### config.mk
export PLATFORM = sky130hd
export DESIGN_NAME = smed_cell
export DESIGN_NICKNAME = d
export VERILOG_FILES = /design/src/sv/smed_pkg.sv /design/src/sv/smed_cell.sv
export SDC_FILE = /design/constraint.sdc
export NUM_CORES = 1
export LEC_CHECK = 0
export ABC_AREA = 1
export BUFFER_PORTS_ARGS = -buffer_cell sky130_fd_sc_hd__buf_4
export CORE_MARGIN = 1
export CORE_UTILIZATION = 48
export CTS_CLUSTER_SIZE = 24
export DETAILED_ROUTE_END_ITERATION = 7
export PLACE_DENSITY = 0.8
export SLEW_MARGIN = 20
export SYNTH_ARGS = -nofsm -noshare
export SYNTH_HDL_FRONTEND = slang
export SYNTH_SLANG_ARGS = --single-unit
### constraint.sdc
create_clock -name clk -period 2.73 [get_ports clk]
set_input_delay 0.546 -clock clk [delete_from_list [all_inputs] [get_ports clk]]
set_output_delay 0.546 -clock clk [all_outputs]
set_load 0.03 [all_outputs]
### src/sv/smed_pkg.sv
// Shared constants and the control bundle of the running median filter.
// No dependencies; imported by smed_cell, smed_ctrl and sliding_window_median.
package smed_pkg;

	localparam int SAMPLE_W       = 32;
	localparam int OUT_W          = 33;
	localparam int CFG_W          = 7;
	localparam int WINDOW_MAX_DEF = 64;
	localparam int WS_RESET       = 3;

	// Per-cycle commands from the sequencer to the cell row
	typedef struct packed {
		logic accept;   // shift a new sample in and reload the probes
		logic count;    // probes compare against the resident samples
		logic rotate;   // probes move one cell toward cell 0
		logic pick;     // capture the middle ranks as they pass cell 0
		logic emit;     // load the output register
	} smed_ctl_t;

endpackage

### src/sv/smed_cell.sv
// One cell of the median row: a resident sample plus a circulating probe
// that gathers its rank. Depends on smed_pkg.
module smed_cell #(
	parameter int W   = smed_pkg::WINDOW_MAX_DEF,
	parameter int IDX = 0,
	localparam int IW = (W > 1) ? $clog2(W) : 1
) (
	input  logic                                  clk,
	input  smed_pkg::smed_ctl_t                   ctl,
	input  logic signed [smed_pkg::SAMPLE_W-1:0]  stat_in,
	input  logic signed [smed_pkg::SAMPLE_W-1:0]  nb_val,
	input  logic [IW-1:0]                         nb_idx,
	input  logic [IW-1:0]                         nb_rank,
	output logic signed [smed_pkg::SAMPLE_W-1:0]  stat,
	output logic signed [smed_pkg::SAMPLE_W-1:0]  pval,
	output logic [IW-1:0]                         pidx,
	output logic [IW-1:0]                         rank_next
);
	import smed_pkg::*;

	logic signed [SAMPLE_W-1:0] stat_q;
	logic signed [SAMPLE_W-1:0] pval_q;
	logic [IW-1:0]              pidx_q;
	logic [IW-1:0]              prank_q;
	logic                       below;

	// Resident sample ranks below the probe; equal values break by age
	always_comb begin
		below = (stat_q < pval_q) || ((stat_q == pval_q) && (IW'(IDX) < pidx_q));
		rank_next = prank_q + IW'(ctl.count && below);
	end

	always_ff @(posedge clk) begin
		if (ctl.accept) begin
			stat_q  <= stat_in;
			pval_q  <= stat_in;
			pidx_q  <= IW'(IDX);
			prank_q <= '0;
		end else if (ctl.rotate) begin
			pval_q  <= nb_val;
			pidx_q  <= nb_idx;
			prank_q <= nb_rank;
		end
	end

	assign stat = stat_q;
	assign pval = pval_q;
	assign pidx = pidx_q;

endmodule

After elaboration in Yosys (flattened, before gate mapping)
Cells that the tools add are included.

word-level totals
  input bits = 82
  word-level logic and storage cells = 14
  bits in registers = 76
  output and inout bits = 76

operators by class
  reductions and logical operators = 4
  eq/ne operators = 1
  magnitude comparators = 2
  multiplexer cells = 2
  $add $sub $neg = 1

operator list
  cell                number
  $mux 32             2
  $eq 32x32->1        1
  $lt 32x32->1        1
  $add 6x1->6         1
  $lt 1x6->1 const A  1
  $logic_and 1x1->1   2
  $reduce_bool 2->1   1
  $logic_or 1x1->1    1

Logic depth before layout (Yosys ltp)
  depth after elaboration = 5
  depth in mapped cells = 21
  gate-level depth less buffers = 21

Least setup slack after synthesis
Ideal clock, no wire load.

  path kind = reg2out
  from = register stat_q[29], in the netlist stat[29]
  to = output port rank_next[4]
  buffers on the path = 0
  data required time = 2.184 ns
  setup slack = -0.413 ns
  arrival = 2.597 ns
  cell stages (with the launch flop) = 17
  cell sequence = edfxtp_1 ha_1 nand2_1 inv_1 o21ai_0 nand2_1 nor2_1 nand2_1 nor2_1 nand3_1 nand3_1 nand2_1 inv_1 ha_1 ha_1 nand3_1 xnor2_1

on the way
  word-level cells in the longest chain between the ends = 5
  elaborated cells between the ends (all ways) = 6
  classes of those cells = 1 x add/sub; 1 x order compare; 1 x eq/ne; 3 x reduce/logical

RTL lines
  item                                                  RTL line         text
  from (decl)                                           smed_cell.sv:21  logic signed [SAMPLE_W-1:0] stat_q;
  from (signal assigned)                                smed_cell.sv:35  stat_q <= stat_in;
  branches (longest 2 deep; another with $lt 32x32->1)  --
  $logic_or 1x1->1 *                                    smed_cell.sv:29  below = (stat_q < pval_q) || ((stat_q == pval_q) && (IW'(IDX) < pidx_q));
  $logic_and 1x1->1 *                                   smed_cell.sv:30  rank_next = prank_q + IW'(ctl.count && below);
  $add 6x1->6 *                                         smed_cell.sv:30
  to (decl)                                             smed_cell.sv:17  output logic [IW-1:0] rank_next

Every way passes the cells marked *.

Final worst setup path
  from = register pval_q[9], in the netlist pval[9]
  to = output port rank_next[2]

on the way
  word-level cells in the longest chain between the ends = 5
  elaborated cells between the ends (all ways) = 6
  classes of those cells = 1 x add/sub; 1 x order compare; 1 x eq/ne; 3 x reduce/logical

RTL lines
  item                                                  RTL line         text
  from (decl)                                           smed_cell.sv:22  logic signed [SAMPLE_W-1:0] pval_q;
  from (signal assigned)                                smed_cell.sv:36  pval_q <= stat_in;
  from (signal assigned)                                smed_cell.sv:40  pval_q <= nb_val;
  branches (longest 2 deep; another with $lt 32x32->1)  --
  $logic_or 1x1->1 *                                    smed_cell.sv:29
  $logic_and 1x1->1 *                                   smed_cell.sv:30
  $add 6x1->6 *                                         smed_cell.sv:30

Marks and branches as above.

==> impl_results.md <==
* Net Sw Power at 1.02 mW
* Vias at 3438
* Iteration-0 DRC Markers at 121
* Slew @ Worst Pin at 0.717 ns
* Highest Clock Rate at 309 MHz
* Commonest non-fill, non-tap cell in the layout: buf_4
* Latest clock arrival within the worst-skew pair at 0.34 ns
* Switch share at 30.2%
* Worst Hold Slack at 0.383 ns
* Design area at 0.00593 mm²
* Seq/Total Area, Yosys at 57.9%
* Antenna violations before repair at 1
* Max Slew Vio Count at 0
* Synth cell types at 20
* Final period utilization at 118%
* Synth Cell Area at 0.00373 mm²
* Detailed placement HPWL at 7.01 mm
* Flops & latches, synth at 76
* Crit Path Category: flip-flop to output pin
* First-pass GRT wire length at 15.3 mm
* Fin. Hold Viols at 0
* Post-Route Skew at 0 ns
* Clk root buf: clkbuf_8
* Post-synthesis cell count at 393
* Layout Cells excl Fill at 713
* Core area at 0.00737 mm²
* Die footprint at 0.00814 mm²
* Clock buffer depth at 2
* Reg power frac at 43.1%
* Worst setup margin at -0.503 ns
* Routed Antenna Nets at 0
* Type of the worst min-delay path: primary input to flip-flop
* CTS clock-pin slew for the worst setup and hold paths at 0.08 ns
* Final Setup Violations at 6
* Most frequent cells in the layout: buf_4, nand2_1, edfxtp_1
* Crit. End Element: output pin
* Nets at 724
* Pwr dens at 567 mW/mm²
* CP Max Fanout at 3
* Pleak at 2.97 nW
* Hold-fix buffers, CTS at 0
* Cell count after placement at 685
* # H-tree levels at 3
* Initial Util at 50.7%
* WL/cell at 13.8 µm
* CTS sink count at 76
* Port bufs at 155
* Detailed-route DRC error count at 0
* CTS tree: built
* # IOs at 158
* DIE HEIGHT at 90.2 µm
* # rows at 31
* Mean Syn Cell Area at 9.50 µm²
* Pint at 2.35 mW
* Syn nets at 509
* Gr ovfl total at 0
* Total chip power at 3.37 mW
* Largest net degree at the start of global routing at 65
* Clk pwr share at 27.0%
* Vias per Instance at 4.82
* First-pass DRT Iterations at 4
* GRT Total Usage at 23.9%
* Share of cells above drive strength 1 at 43.9%
* Area growth, synth to finish at 58.9%
* Final wirelength at 9.86 mm
* Vias in the first global route at 3461
* Max Cap Viol at 0
* VDD IR max at 0.518 mV
* Critical path startpoint category: flip-flop
* Area after DPL at 0.00546 mm²
* Yosys Warn Count at 0
* RSZ-0062 raised after global routing: true
* Outcome: complete, but fails checks
* Die width at 90.2 µm
* Post-layout min period at 3.23 ns
* CTS Buf Count at 9
* CP Data Required Time at 2.18 ns
* GPL Wtd Cong at 0.799
* Failing checks: setup timing
* Comb pwr share at 29.9%
* Setup TNS at -2.39 ns
* Worst rel slew slack at 52.2%
* Data arrival, critical path at 2.69 ns
* # fillers at 488
-- synth_stat cells --
cell type / number / share of area, %
nand2_1: 143 / 14
and3_1: 1 / 0.17
nand3_1: 8 / 1.1
buf_2: 1 / 0.13
nor2_1: 37 / 3.7
edfxtp_1: 64 / 51
clkinv_1: 1 / 0.10
a21o_1: 2 / 0.40
nor2_2: 1 / 0.17
inv_1: 48 / 4.8
xnor2_1: 2 / 0.47
dfxtp_1: 12 / 6.4
ha_1: 34 / 11
nand3_2: 1 / 0.27
clkbuf_1: 9 / 0.90
a21oi_1: 11 / 1.5
xor2_1: 2 / 0.47
nor4_1: 1 / 0.17
o21ai_0: 14 / 1.9
inv_2: 1 / 0.10
-- layout make-up --
type	instances	area, µm²	area share, %
diodes	1	2.50	0.0422
flip-flops and latches	76	2160	36.4
repair buffers	214	1630	27.5
clock inverters	5	76.3	1.29
well taps	99	124	2.09
clock buffers	11	131	2.21
multi-input cells	257	1620	27.3
inverters	50	188	3.16
-- power groups by stage --
stage | logic, mW | clock network [mW] | registers, mW
finish | 1.01 | 0.910 | 1.45
global route | 1.09 | 0.961 | 1.46
CTS | 0.950 | 0.918 | 1.44
detailed placement | 0.914 | 0 | 1.47
global placement | 0.888 | 0 | 1.46
floorplan | 0.289 | 0 | 1.66
-- registers in the layout, summed over array words and instances, names as in the netlist --
signal,cells
pidx,6
prank_q,6
pval,32
stat,32
-- worst paths after layout --
path / start / to / slack, ns / depth (start not counted)
min reg2reg: pidx[0]$_SDFFE_PP0P_ / pidx[0]$_SDFFE_PP0P_ / 0.54 / 2
max reg2reg: prank_q[3]$_SDFFE_PP0P_ / prank_q[3]$_SDFFE_PP0P_ / 1.93 / 2
max: pval[9]$_DFFE_PP_ / rank_next[2] / -0.50 / 19
min: stat_in[14] / stat[14]$_DFFE_PP_ / 0.38 / 1
-- repair_timing --
action | 4_1_cts | 5_1_grt
resized for setup | 13 | 23
buffers inserted | 3 | 8
hold endpoints to repair | 0 | 0
pin swaps | 11 | 23
endpoints found under the setup margin | 6 | 6
-- metal layers --
layer	vias to the layer above	wire length [µm]	part of all wire (%)	track usage, %
met2	118	5400	55	44.4
met4	0	199	2.0	11.3
met3	18	611	6.2	5.92
met5	-	0	0	0
li1	1691	-	-	-
met1	1611	3650	37	25.0
-- critical path: stages (launching register included) --
cell	delay (ns)
edfxtp_1	0.41
inv_1	0.09
ha_1	0.25
nand2_1	0.09
nand2_2	0.07
nand3_2	0.06
nand2_1	0.06
a21oi_2	0.15
nand2_2	0.07
nand2_2	0.06
nand2_1	0.06
nand2_1	0.08
nand3_2	0.08
nand2_2	0.06
inv_2	0.04
ha_4	0.16
ha_4	0.17
buf_6	0.11
xor2_2	0.13
buf_6	0.15
-- stage by stage --
| step | util (%) | worst slack (ns) |
|---|---|---|
| finish | 80.5 | -0.503 |
| global route | 80.5 | -0.661 |
| CTS | 78.1 | -0.486 |
| detailed placement | 74.0 | -0.188 |
| global placement | 74.0 | -0.151 |
| floorplan | - | -0.121 |
-- cell families after synthesis --
logic type | count (synthesis) | synth area share [%]
simple gates | 192 | 19.9
flops | 76 | 57.9
buf+inv | 60 | 6.07
fa+ha+maj | 34 | 11.4
compound gates | 27 | 3.75
xor+xnor | 4 | 0.939
No activity file was read; power rests on OpenSTA's default activity.
