File: src/sv/smed_pkg.sv
// Shared constants and the control bundle of the running median filter.
// No dependencies; imported by smed_cell, smed_ctrl and sliding_window_median.
package smed_pkg;

	localparam int SAMPLE_W       = 32;
	localparam int OUT_W          = 33;
	localparam int CFG_W          = 7;
	localparam int WINDOW_MAX_DEF = 64;
	localparam int WS_RESET       = 3;

	// Per-cycle commands from the sequencer to the cell row
	typedef struct packed {
		logic accept;   // shift a new sample in and reload the probes
		logic count;    // probes compare against the resident samples
		logic rotate;   // probes move one cell toward cell 0
		logic pick;     // capture the middle ranks as they pass cell 0
		logic emit;     // load the output register
	} smed_ctl_t;

endpackage

File: src/sv/smed_ctrl.sv
// Sequencer of the median filter: window size register, fill count,
// count and pick passes, output load. Depends on smed_pkg.
module smed_ctrl #(
	parameter int W = smed_pkg::WINDOW_MAX_DEF,
	localparam int IW = (W > 1) ? $clog2(W) : 1,
	localparam int KW = $clog2(W + 1)
) (
	input  logic                         clk,
	input  logic                         arst_n,
	input  logic                         cfg_we,
	input  logic [smed_pkg::CFG_W-1:0]   cfg_wdata,
	input  logic                         in_valid,
	input  logic                         start_of_sequence,
	input  logic                         out_free,
	output logic                         in_stall,
	output smed_pkg::smed_ctl_t          ctl,
	output logic [KW-1:0]                k,
	output logic [IW-1:0]                lo_rank,
	output logic [IW-1:0]                hi_rank
);
	import smed_pkg::*;

	localparam int CW = (CFG_W > KW) ? CFG_W : KW;

	localparam logic [1:0] S_IDLE  = 2'd0;
	localparam logic [1:0] S_COUNT = 2'd1;
	localparam logic [1:0] S_PICK  = 2'd2;
	localparam logic [1:0] S_EMIT  = 2'd3;

	logic [1:0]       state_q;
	logic [CFG_W-1:0] ws_q;
	logic [KW-1:0]    fill_q;
	logic [KW-1:0]    k_q;
	logic [IW-1:0]    cnt_q;
	logic [KW-1:0]    k_cur;
	logic [KW-1:0]    fill_next;
	logic [KW-1:0]    half;
	logic             accept;
	logic             go;
	logic             last;

	always_comb begin
		if (ws_q == '0) begin
			k_cur = KW'(1);
		end else if (CW'(ws_q) > CW'(W)) begin
			k_cur = KW'(W);
		end else begin
			k_cur = KW'(ws_q);
		end
		if (start_of_sequence) begin
			fill_next = KW'(1);
		end else if (fill_q == KW'(W)) begin
			fill_next = fill_q;
		end else begin
			fill_next = fill_q + KW'(1);
		end
		accept = in_valid && !in_stall;
		go     = fill_next >= k_cur;
		last   = KW'(cnt_q) == (k_q - KW'(1));
		half   = k_q >> 1;
		hi_rank = IW'(half);
		lo_rank = k_q[0] ? IW'(half) : IW'(half - KW'(1));
	end

	assign in_stall   = state_q != S_IDLE;
	assign k          = k_q;
	assign ctl.accept = accept;
	assign ctl.count  = state_q == S_COUNT;
	assign ctl.rotate = (state_q == S_COUNT) || (state_q == S_PICK);
	assign ctl.pick   = state_q == S_PICK;
	assign ctl.emit   = (state_q == S_EMIT) && out_free;

	always_ff @(posedge clk or negedge arst_n) begin
		if (!arst_n) begin
			state_q <= S_IDLE;
			ws_q    <= CFG_W'(WS_RESET);
			fill_q  <= '0;
			k_q     <= KW'(1);
			cnt_q   <= '0;
		end else begin
			if (cfg_we) begin
				ws_q <= cfg_wdata;
			end
			case (state_q)
				S_IDLE: begin
					if (accept) begin
						fill_q <= fill_next;
						k_q    <= k_cur;
						cnt_q  <= '0;
						if (go) begin
							state_q <= S_COUNT;
						end
					end
				end
				S_COUNT: begin
					if (last) begin
						cnt_q   <= '0;
						state_q <= S_PICK;
					end else begin
						cnt_q <= cnt_q + IW'(1);
					end
				end
				S_PICK: begin
					if (last) begin
						cnt_q   <= '0;
						state_q <= S_EMIT;
					end else begin
						cnt_q <= cnt_q + IW'(1);
					end
				end
				S_EMIT: begin
					if (out_free) begin
						state_q <= S_IDLE;
					end
				end
				default: begin
					state_q <= S_IDLE;
				end
			endcase
		end
	end

	a_cnt_in_window: assert property (@(posedge clk) disable iff (!arst_n)
		(state_q == S_COUNT || state_q == S_PICK) |-> (KW'(cnt_q) < k_q))
		else $error("pass counter ran past the window");

	a_fill_bound: assert property (@(posedge clk) disable iff (!arst_n)
		fill_q <= KW'(W))
		else $error("fill count above window capacity");

	a_k_bound: assert property (@(posedge clk) disable iff (!arst_n)
		(k_q != '0) && (k_q <= KW'(W)))
		else $error("effective window size out of range");

	a_full_starts_count: assert property (@(posedge clk) disable iff (!arst_n)
		(accept && go) |=> (state_q == S_COUNT && cnt_q == '0))
		else $error("full window did not start the count pass");

	a_no_result_idle: assert property (@(posedge clk) disable iff (!arst_n)
		(accept && !go) |=> (state_q == S_IDLE))
		else $error("short window left the sequencer busy");

endmodule

File: config.mk
export PLATFORM = sky130hd
export DESIGN_NAME = smed_ctrl
export DESIGN_NICKNAME = d
export VERILOG_FILES = /design/src/sv/smed_pkg.sv /design/src/sv/smed_ctrl.sv
export SDC_FILE = /design/constraint.sdc
export NUM_CORES = 1
export LEC_CHECK = 0
export BUFFER_PORTS_ARGS = -buffer_cell sky130_fd_sc_hd__buf_2
export CORE_MARGIN = 4
export CORE_UTILIZATION = 50
export CTS_CLUSTER_SIZE = 25
export DETAILED_ROUTE_END_ITERATION = 7
export PLACE_DENSITY_LB_ADDON = 0.2
export SKIP_LAST_GASP = 1
export SYNTH_ARGS = -nofsm -noshare
export SYNTH_HDL_FRONTEND = slang
export SYNTH_SLANG_ARGS = --single-unit
File: constraint.sdc
create_clock -name clk -period 2.56 [get_ports clk]
set_input_delay 0 -clock clk [delete_from_list [all_inputs] [get_ports clk]]
set_output_delay 0 -clock clk [all_outputs]
set_load 0.005 [all_outputs]
Yosys cells after proc, flatten, opt, wreduce, memory -nomap -nowiden
Cells that the tools add are included.
W data, S select, Z words.

storage, ports and cells
  register bits after elaboration = 29
  input bits = 13

operators by class
  add/sub/neg operators = 4
  magnitude comparators = 2
  equality and inequality tests = 10
  muxes and demuxes = 14
  reduce and logical (&&, ||, !) cells = 12

operators by type and width
  operator               count
  $mux W7                4
  $mux W6                3
  $pmux W6 S2            1
  $mux W2                5
  $pmux W2 S4            1
  $add A7 B1 Y7 const B  1
  $eq A6 B7 Y1           1
  $eq A7 B7 Y1 const B   1
  $ge A7 B7 Y1           1
  $gt A7 B7 Y1 const B   1
  $logic_not A7 Y1       1
  $sub A7 B1 Y7 const B  1
  $add A6 B1 Y6 const B  1
  $ne A2 B2 Y1 const B   3
  $sub A6 B1 Y6 const B  1
  $reduce_and A5 Y1      1
  $eq A2 B2 Y1 const B   2
  $ne A2 B1 Y1 const B   2
  $reduce_and A2 Y1      2
  $reduce_bool A2 Y1     2
  $eq A2 B1 Y1 const B   1
  $logic_and A1 B1 Y1    2
  $logic_not A2 Y1       1
  $reduce_or A2 Y1       1
  2 further kinds        2

Depth between registers and ports, before layout
Gate-level depths: netlist (run 1).

  depth in word-level cells = 7
  mapped depth = 14
  depth with buffers taken out = 13

Worst setup path after synthesis (run 1)
Ideal clock, no wire load.

  kind = register to register
  start point = reg fill_q[0]
  end point = reg state_q[1]
  arrival = 2.715 ns
  required time = 2.435 ns
  slack = -0.280 ns
  stages on the path, launching flop included = 14
  buffers on the path = 1
  period minus slack after synthesis = 2.840 ns
  cells stage by stage = dfrtp_1 > inv_1 > ha_1 > nor4b_1 > nand3b_1 > nand2b_1 > clkbuf_1 > nor2_1 > ha_1 > nand4_1 > or3_1 > a211oi_1 > o21ai_0 > mux2_2

on the way
  longest elaborated chain between the ends = 6
  elaborated cells between the ends (all ways) = 7

RTL lines
  what                                           line                              RTL
  start, declared                                smed_ctrl.sv:32                   logic [KW-1:0] fill_q;
  start signal, assigned                         smed_ctrl.sv:87                   fill_q <= fill_next;
  $add A7 B1 Y7 or $eq A7 B7 Y1 (tied branches)  smed_ctrl.sv:55, smed_ctrl.sv:52
  $mux W7 *                                      smed_ctrl.sv:52                   end else if (fill_q == KW'(W)) begin
  $mux W7 *                                      smed_ctrl.sv:50                   if (start_of_sequence) begin
  named net fill_next[5]                         smed_ctrl.sv:36                   logic [KW-1:0] fill_next;
  $ge A7 B7 Y1 *                                 smed_ctrl.sv:58                   go = fill_next >= k_cur;
  $ne A2 B2 Y1 (no source line) *                --
  $reduce_and A5 Y1 (no source line) *           --
  end signal, assigned                           smed_ctrl.sv:75                   state_q <= S_IDLE;
  end signal, assigned                           smed_ctrl.sv:91                   state_q <= S_COUNT;
  end signal, assigned                           smed_ctrl.sv:98                   state_q <= S_PICK;
  end, declared                                  smed_ctrl.sv:30                   logic [1:0] state_q;

The timed path passes the listed nets; every way through them passes the cells marked *.
A chain may end at the register's enable or synchronous reset.

Worst setup path in the final report (run 1)
Ends and elaborated chain as after synthesis.

==> metrics.csv, run 1 <==
stage,metric,value,unit
outcome,status,finished with violations,
outcome,failing checks,negative setup slack,
synth,Mapped Area,2070,um^2
timing,setup violators final,1,
synth,Post-Syn Nets,270,
synth,Post-synth ARST share,1.00,
die,Die Area,5240,um^2
worst_setup_path,CP required,2.73,ns
synth,"FF+latch count, synth",29,
synth,complex-gate fraction of the synthesized area,0.116,
placed_design,dpl hpwl,3540,um
cts,Clock Path Buffers,2,
die,Core Region,4000,um^2
placed_design,Port Buffers,37,
drt,DR vias,1895,
die,I/O Pins,38,
timing,worst-margin pin slew,0.671,ns
power_and_ir_drop,sequential power share,0.260,
worst_setup_path,Critical Path Fanout Max,5,
global_routing,total track usage,0.206,
drt,via/cell ratio,5.34,
synth,Mapped Avg Cell Area,8.60,um^2
worst_hold_path,hold path cells,3,
synth,Adder-Cell Fraction of Synth Area,0.0966,
power_and_ir_drop,Clock Power Share,0.151,
cells_and_area,ANT cells,0,
drt,Routed Wire Length,4960,um
die,Starting Density,0.518,
global_routing,aggregate global routing overflow,0,
worst_setup_path,Reg-to-Reg End,state_q[1],
cells_and_area,share of layout cells above drive strength 1,0.318,
worst_hold_path,Min-Delay Endpoint,cnt_q[4],
timing,maximum clock rate,376,MHz
cts,clk root buf,clkbuf_8,
cts,CTS buffer count,5,
synth,synth cell count leaders,"27 x nand2_1, 27 x o21ai_0, 26 x dfrtp_1",
timing,final period utilization,1.04,
cts,H-tree depth,2,
power_and_ir_drop,total chip power,3080,uW
timing,Worst Skew,0.00879,ns
worst_setup_path,CP Class,reg -> reg,
worst_setup_path,CP Data Arrival Time,2.83,ns
timing,Max Transition Viols Final,0,
synth,"top cells by area, synth","dfrtp_1 31%, ha_1 9.7%, o21ai_0 6.5%",
timing,"Min Clock Period, post-route",2.66,ns
synth,Post-Synthesis Cells,241,
timing,Max-slew headroom,0.553,
synth,post-synthesis mux area share,0.0579,
worst_setup_path,reg2reg setup slack,-0.10,ns
power_and_ir_drop,internal power,1790,uW
drt,DRT antenna net count,0,
power_and_ir_drop,Gate power share,0.589,
worst_hold_path,hold_sp,in_valid,
synth,Synth Flop Type,dfrtp_1,
drt,Pre-Repair DR Iteration Count,4,
timing,RSZ-0062 raised after global routing,yes,
cells_and_area,Area Overhead vs Synth,31.3,%
worst_setup_path,startpoint class of the critical path,flip-flop,
synth,Post-synth EDFFs,0,
global_routing,vias in the first global route,1794,
drt,# DRC,0,
cts,CTS tree,yes,
drt,initial drt markers,116,
worst_setup_path,Worst setup EP type,flip-flop,
synth,Yosys top cell by area,dfrtp_1,
power_and_ir_drop,Max IR drop VDD,625,uV
cells_and_area,Nets,334,
die,die width,72.4,um
power_and_ir_drop,switching share of power,0.418,
global_routing,largest net degree at the start of global routing,30,
global_routing,global-route wire length before repair,8230,um
placed_design,RePlAce Congestion,0.892,
synth,Synth cell types,41,
power_and_ir_drop,switching pwr,1290,uW
worst_setup_path,Reg2Reg Depth,12,
timing,final hold viol count,0,
timing,final setup margin,-0.100,ns
synth,main combinational cell family by area after synthesis,simple AND/OR/NAND/NOR gates,
cts,Worst-Skew Late Latency,0.29,ns
worst_hold_path,Worst Hold Class,in -> reg,
synth,synth warn,0,
die,Chip Height,72.4,um
drt,post-DR wirelength/cell,14.0,um
synth,"Seq/Total Area, Yosys",0.352,
global_routing,antenna violations before repair,0,
cts,# clock sinks,29,
power_and_ir_drop,Leakage,0.00132,uW
synth,post-synthesis xor/xnor area fraction,0.0718,
synth,simple-gate share of the synthesized area,0.236,
synth,share of the synthesized area in the top cell type,0.314,
die,row count,23,
cts,"Reg clk slew, reported paths",0.07,ns
worst_setup_path,worst r2r src,fill_q[0],
flow_run,max-cap violations,0,
power_and_ir_drop,Pwr per Cell Area,1130,nW/um^2
timing,Fin Hold WS,0.0253,ns
-- what timing repair did --
item,4_1_cts,5_1_grt
hold endpoints to repair,34,0
resized for setup,2,10
endpoints found under the setup margin,2,6
pin swaps,1,4
cloned,0,0
hold buffers,9,0
buffers inserted,1,2
-- worst max-delay path, cell delays in order (launching register included) --
cell and delay [ns]:
dfrtp_1 0.40, inv_2 0.09, ha_4 0.12, nor4b_4 0.16, nand3b_1 0.13, nand2b_1 0.19, nor2_1 0.10, ha_1 0.30
nand4_1 0.09, or3_1 0.39, a211oi_2 0.20, o21ai_2 0.09, mux2_2 0.27
-- flip-flops by register name, summed over array words and instances, names as in the netlist --
signal	flops
cnt_q	6
fill_q	7
k	7
state_q	2
ws_q	7
-- how the worst max path moves through the flow --
stage	start	to	slack, ns
6_report	fill_q[0]	state_q[1]	-0.10
5_1_grt	fill_q[0]	state_q[1]	-0.28
4_1_cts	fill_q[0]	state_q[1]	-0.12
3_5_place_dp	fill_q[0]	state_q[1]	-0.13
3_3_place_gp	fill_q[0]	state_q[1]	-0.07
2_1_floorplan	fill_q[0]	state_q[1]	-0.03
-- through the flow --
step,util,std cells,instance area [um^2],worst slack [ns],TNS (ns)
after CTS,0.663,353,2650,-0.123,-0.123
after global placement,0.612,336,2450,-0.0671,-0.0671
after floorplan,-,241,2120,-0.0347,-0.0347
after detailed placement,0.612,336,2450,-0.132,-0.139
after global routing,0.680,355,2720,-0.279,-0.426
final,0.680,355,2720,-0.100,-0.100
-- cell families after synthesis --
group,Yosys count
compound gates,42
fa+ha+maj,16
buf+inv,29
flops,29
xor+xnor,17
mux,11
simple gates,97
-- metal layers --
layer  share of wire  vias to the layer above  global-route usage
met2            0.49                       53               0.344
met4           0.014                        0              0.0881
met5               0                        -                   0
met1            0.44                      878               0.250
li1                -                      957                   -
met3           0.059                        7              0.0554
-- final cells by class --
class	count	area (um^2)
multi-input combinational	183	1290
clock buffer	5	68.8
sequential	29	729
tap	50	62.6
timing repair buffer	73	482
fill	322	1280
inverter	13	51.3
clock inverter	2	35.0
-- placed cells by master (no fill, tap or decap), drive strengths merged, types with 4 or more instances in the layout --
master	count
a21oi	4
nand3	10
and3	4
dfrtp	26
ha	16
clkbuf	5
nor3	7
xnor2	10
xor2	7
nor2b	4
inv	12
mux2	8
o21ai	27
nand2	27
dlygate4sd3	9
buf	64
nor2	25
-- power groups by stage --
stage / registers, uW / logic [uW] / clock network (uW)
6_report: 800 / 1810 / 465
3_5_place_dp: 805 / 1670 / 0
2_1_floorplan: 763 / 1170 / 0
4_1_cts: 797 / 1710 / 472
5_1_grt: 830 / 2030 / 493
3_3_place_gp: 800 / 1640 / 0
(Power assumes the default switching activity.)
==> run 2, diff against run 1 <==
CORE_UTILIZATION = 55   (was 50)
clock period = 2.8 ns   (was 2.56 ns; I/O delays follow)
==> metrics.csv, run 2 (synthesized netlist as in run 1, its figures left out) <==
stage,metric,value,unit,change
outcome,status,finished with violations,,
outcome,failing checks,negative setup slack,,
cells_and_area,Nets,323,,-3.3%
cells_and_area,"commonest non-fill, non-tap cells in the layout","37 x buf_2, 27 x nand2_1, 26 x o21ai_0, 26 x dfrtp_1, 25 x nor2_1",,
drt,Routed Wire Length,4650,um,-6.3%
cells_and_area,"leading cell type in the layout, fill and taps excluded",buf_2,,
die,die width,69.4,um,-4.1%
worst_setup_path,CP Data Arrival Time,2.99,ns,+0.16 ns
timing,Worst Skew,0.0112,ns,+0.00239 ns
drt,DRT antenna net count,0,,unchanged
cells_and_area,Area Overhead vs Synth,25.0,%,
global_routing,aggregate global routing overflow,0,,unchanged
worst_setup_path,"most used cell, CP",ha_1,,
worst_setup_path,Critical Path Fanout Max,5,,unchanged
drt,# DRC,0,,unchanged
placed_design,Placed Area,2340,um^2,-4.5%
global_routing,total track usage,0.200,,-0.00628
global_routing,global-route wire length before repair,7940,um,-3.5%
worst_hold_path,Worst Hold Class,in -> reg,,
die,Core Region,3660,um^2,-8.5%
worst_setup_path,startpoint class of the critical path,flip-flop,,
timing,final period utilization,1.01,,-0.0324
flow_run,max-cap violations,0,,unchanged
timing,final setup margin,-0.0189,ns,+0.0813 ns
drt,DR vias,1859,,-1.9%
drt,Pre-Repair DR Iteration Count,5,,+1
global_routing,largest net degree at the start of global routing,30,,unchanged
timing,maximum clock rate,355,MHz,-5.6%
worst_setup_path,crit-path max cell delay,0.39,ns,about the same
timing,Max-slew headroom,0.545,,-0.00758
placed_design,dpl hpwl,3360,um,-5.1%
cts,Worst-Skew Late Latency,0.29,ns,about the same
power_and_ir_drop,total chip power,2670,uW,-13%
die,Chip Height,69.4,um,-4.1%
worst_setup_path,CP max-delay cell,dfrtp_1,,
worst_setup_path,CP Class,reg -> reg,,
timing,Max Transition Viols Final,0,,unchanged
global_routing,vias in the first global route,1789,,-0.28%
timing,final hold viol count,0,,unchanged
worst_setup_path,CP top delay family,simple AND/OR/NAND/NOR gates,,
power_and_ir_drop,Max IR drop VDD,491,uV,-21%
timing,setup violators final,1,,unchanged
power_and_ir_drop,Pwr per Cell Area,1030,nW/um^2,-8.8%
power_and_ir_drop,Leakage,0.00126,uW,-5.2%
cells_and_area,share of layout cells above drive strength 1,0.271,,-0.0468
drt,via/cell ratio,5.42,,+1.5%
cts,"Reg clk slew, reported paths",0.07,ns,about the same
cts,clk root buf,clkbuf_8,,
placed_design,Place WS,0.000592,ns,+0.133 ns
placed_design,Port Buffers,37,,unchanged
timing,RSZ-0062 raised after global routing,yes,,
cts,Clock Path Buffers,2,,unchanged
cells_and_area,post-route cell area,2590,um^2,-4.7%
timing,"Min Clock Period, post-route",2.82,ns,+0.159 ns
drt,post-DR wirelength/cell,13.5,um,-3.1%
timing,Fin Hold WS,0.0210,ns,-0.00430 ns
cts,CTS tree,yes,,
die,Starting Density,0.566,,+0.0480
cts,CTS buffer count,5,,unchanged
cells_and_area,ANT cells,0,,unchanged
cts,# clock sinks,29,,unchanged
cts,H-tree depth,2,,unchanged
worst_setup_path,CP required,2.97,ns,+0.24 ns
die,I/O Pins,38,,unchanged
timing,Setup TNS Final,-0.0189,ns,+0.0813 ns
placed_design,RePlAce Congestion,0.819,,-8.1%
worst_setup_path,WP buf/inv,1,,unchanged
die,row count,22,,-4.3%
worst_setup_path,critical path cell sequence,inv_2 -> ha_1 -> nor4b_4 -> nand3b_1 -> nand2b_1 -> nor2_1 -> ha_1 -> nand4_1 -> or3_4 -> a211oi_2 -> o21ai_2 -> mux2_2,,
drt,initial drt markers,125,,+7.8%
global_routing,antenna violations before repair,0,,unchanged
die,Die Area,4820,um^2,-8.1%
worst_setup_path,Worst setup EP type,flip-flop,,
timing,worst-margin pin slew,0.682,ns,+0.0114 ns
[run 2: area by class of cell]
class | count | area [um^2]
inverter | 13 | 48.8
tap | 48 | 60.1
timing repair buffer | 62 | 395
sequential | 29 | 729
clock inverter | 2 | 37.5
fill | 307 | 1070
multi-input combinational | 183 | 1240
clock buffer | 6 | 82.6
[run 2: per-stage QoR]
step,std cells,utilization
2_1_floorplan,241,-
3_3_place_gp,325,0.638
3_5_place_dp,325,0.638
4_1_cts,343,0.703
5_1_grt,343,0.708
6_report,343,0.708
[run 2: power by group]
group          internal (uW)  leakage (uW)  switching (uW)  total, uW
clock                    289     0.0000574             170        459
combinational            730      0.000838             746       1480
sequential               554      0.000360             182        737
total                   1570       0.00126            1100       2670
[run 2: worst paths after layout]
| kind | from | endpoint | slack (ns) | cells after the start |
|---|---|---|---|---|
| max in group asynchronous | arst_n | k[1] | 2.07 | 2 |
| worst min-delay path | cfg_we | ws_q[6] | 0.02 | 2 |
| worst max-delay path | fill_q[0] | state_q[1] | -0.02 | 12 |
| worst min register to register | ws_q[4] | ws_q[4] | 0.54 | 1 |
| min in group asynchronous | arst_n | fill_q[5] | 0.29 | 2 |
| worst max register to register | fill_q[0] | state_q[1] | -0.02 | 12 |
[run 2: metal layers]
| layer | track usage | up-vias | routed length (um) |
|---|---|---|---|
| met3 | 0.0507 | 4 | 179 |
| met4 | 0.0607 | 0 | 34 |
| met1 | 0.255 | 883 | 2080 |
| met5 | 0 | - | 0 |
| met2 | 0.332 | 41 | 2350 |
| li1 | - | 931 | - |
[run 2: repair_timing]
item	4_1_cts	5_1_grt
resized for setup	4	5
pin swaps	1	6
buffers inserted	1	0
hold buffers	9	0
endpoints found under the hold margin	34	0
endpoints found under the setup margin	2	3
==> run 3, diff against run 2 <==
CELL_PAD_IN_SITES_DETAIL_PLACEMENT = 1   (was not set)
CELL_PAD_IN_SITES_GLOBAL_PLACEMENT = 1   (was not set)
CORE_MARGIN = not set   (was 4)
CORE_UTILIZATION = 42   (was 55)
clock period = 2.7 ns   (was 2.8 ns; I/O delays follow)
==> metrics.csv, run 3 (synthesized netlist as in run 1, its figures left out) <==
stage,metric,value,unit,change
die,Die Area,5220,um^2,+8.4%
drt,Pre-Repair DR Iteration Count,4,,-1
timing,worst-margin pin slew,0.693,ns,+0.0104 ns
worst_hold_path,Worst Hold Class,in -> reg,,
cells_and_area,"leading cell type in the layout, fill and taps excluded",buf_2,,
timing,final hold viol count,0,,unchanged
worst_setup_path,Worst setup EP type,flip-flop,,
timing,final setup margin,-0.0302,ns,-0.0113 ns
cells_and_area,ANT cells,0,,unchanged
die,I/O Pins,38,,unchanged
drt,via/cell ratio,5.19,,-4.2%
timing,setup violators final,1,,unchanged
worst_setup_path,CP Class,reg -> reg,,
cells_and_area,"commonest non-fill, non-tap cells in the layout","37 x buf_2, 28 x buf_4, 27 x nand2_1, 26 x o21ai_0",,
outcome,status,finished with violations,,
power_and_ir_drop,Max IR drop VDD,491,uV,about the same
global_routing,aggregate global routing overflow,0,,unchanged
timing,Max-slew headroom,0.538,,-0.00694
cts,Worst-Skew Late Latency,0.29,ns,about the same
cells_and_area,Area Overhead vs Synth,31.9,%,
global_routing,largest net degree at the start of global routing,30,,unchanged
global_routing,global-route wire length before repair,9630,um,+21%
global_routing,antenna violations before repair,0,,unchanged
cts,CTS buffer count,5,,unchanged
cells_and_area,share of layout cells above drive strength 1,0.322,,+0.0513
drt,DR vias,1942,,+4.5%
timing,Worst Skew,0.0138,ns,+0.00257 ns
worst_setup_path,startpoint class of the critical path,flip-flop,,
drt,post-DR wirelength/cell,15.7,um,+16%
timing,Setup TNS Final,-0.0302,ns,-0.0113 ns
cells_and_area,Nets,335,,+3.7%
cts,clk root buf,clkbuf_8,,
drt,# DRC,0,,unchanged
cts,CTS tree,yes,,
worst_setup_path,crit-path max cell delay,0.39,ns,about the same
timing,RSZ-0062 raised after global routing,yes,,
worst_setup_path,CP max-delay cell,dfrtp_1,,
die,Chip Height,72.3,um,+4.1%
die,row count,25,,+14%
placed_design,RePlAce Congestion,0.792,,-3.3%
drt,Routed Wire Length,5860,um,+26%
cts,# clock sinks,29,,unchanged
timing,"Min Clock Period, post-route",2.73,ns,-0.0887 ns
drt,DRT antenna net count,0,,unchanged
timing,maximum clock rate,366,MHz,+3.2%
cts,Clock Path Buffers,2,,unchanged
timing,Max Transition Viols Final,0,,unchanged
cts,"Reg clk slew, reported paths",0.08,ns,about the same
die,die width,72.3,um,+4.1%
placed_design,Port Buffers,37,,unchanged
drt,initial drt markers,79,,-37%
cts,H-tree depth,2,,unchanged
worst_setup_path,critical path cell sequence,buf_4 -> ha_1 -> nand3_2 -> nor2_1 -> xnor2_1 -> nor2_1 -> ha_1 -> nand4_1 -> or3_1 -> a211oi_2 -> o21ai_1 -> mux2_2,,
placed_design,Place WS,-0.121,ns,-0.121 ns
die,Starting Density,0.439,,-0.127
worst_setup_path,CP Data Arrival Time,2.90,ns,-0.09 ns
outcome,failing checks,negative setup slack,,
power_and_ir_drop,Pwr per Cell Area,1080,nW/um^2,+4.7%
worst_setup_path,Critical Path Fanout Max,3,,-2
power_and_ir_drop,total chip power,2950,uW,+10%
worst_setup_path,CP required,2.87,ns,-0.10 ns
global_routing,vias in the first global route,2007,,+12%
placed_design,dpl hpwl,4060,um,+21%
timing,final period utilization,1.01,,+0.00444
power_and_ir_drop,Leakage,0.00131,uW,+4.4%
cells_and_area,Fill cells,585,,+91%
flow_run,max-cap violations,0,,unchanged
global_routing,total track usage,0.243,,+0.0433
timing,Fin Hold WS,0.0264,ns,+0.00544 ns
die,Core Region,4720,um^2,+29%
==> run 3: cell count changes in the layout (fill, tap and decap cells not counted), moves of 2 or more <==
cell / delta
inv_1: -3
inv_2: +3
buf_4: +12
ha_1: -2
==> run 3: timing repair <==
| action | CTS | global route |
|---|---|---|
| endpoints found under the setup margin | 1 | 3 |
| hold buffers | 9 | 0 |
| hold endpoints to repair | 34 | 0 |
| pin swaps | 2 | 3 |
| resized for setup | 4 | 11 |
| setup buffers | 2 | 2 |
| gates cloned | 0 | 0 |
==> run 3: routing by layer <==
layer,global-route usage,part of all wire,vias up
met5,0,0,-
li1,-,-,954
met2,0.449,0.54,25
met4,0.0588,0.0099,0
met3,0.0458,0.023,5
met1,0.289,0.42,958
==> run 3: area by class of cell <==
| class | instances | area (um^2) | share of cell area |
|---|---|---|---|
| clock inverters | 2 | 37.5 | 0.0137 |
| repair buffers | 74 | 485 | 0.177 |
| well taps | 67 | 83.8 | 0.0306 |
| multi-input cells | 183 | 1270 | 0.463 |
| inverters | 13 | 48.8 | 0.0178 |
| clock buffers | 6 | 82.6 | 0.0302 |
| flip-flops and latches | 29 | 731 | 0.267 |
==> run 3: per-stage QoR <==
stage / std cells / area, um^2 / utilization
2_1_floorplan: 241 / 2080 / -
3_3_place_gp: 353 / 2430 / 0.515
3_5_place_dp: 353 / 2430 / 0.515
4_1_cts: 372 / 2680 / 0.567
5_1_grt: 374 / 2740 / 0.579
6_report: 374 / 2740 / 0.579
==> run 3: path summary, 6_finish.rpt <==
| check | start | end | slack, ns | depth (start not counted) |
|---|---|---|---|---|
| setup / recovery | fill_q[1] | state_q[1] | -0.03 | 12 |
| hold / removal | cfg_we | ws_q[6] | 0.03 | 2 |
| setup reg to reg | fill_q[1] | state_q[1] | -0.03 | 12 |
| hold reg to reg | ws_q[3] | ws_q[3] | 0.55 | 1 |
| max in group asynchronous | arst_n | k[2] | 1.92 | 2 |
| min in group asynchronous | arst_n | fill_q[0] | 0.30 | 2 |
==> run 3: critical path: cells and delay by family (launching register included) <==
| kind | cells | cell delay (ns) |
|---|---|---|
| AO/OA/AOI/OAI | 2 | 0.29 |
| XOR/XNOR | 1 | 0.18 |
| adder cells (fa/ha/maj) | 2 | 0.49 |
| buffers and inverters | 1 | 0.14 |
| flip-flops | 1 | 0.39 |
| multiplexers | 1 | 0.28 |
| AND/OR/NAND/NOR | 5 | 0.85 |
==> run 3: where the power goes <==
| part | internal (uW) | switching, uW | total (uW) |
|---|---|---|---|
| logic | 845 | 851 | 1700 |
| registers | 576 | 194 | 770 |
| clock network | 300 | 184 | 484 |
| total | 1720 | 1230 | 2950 |
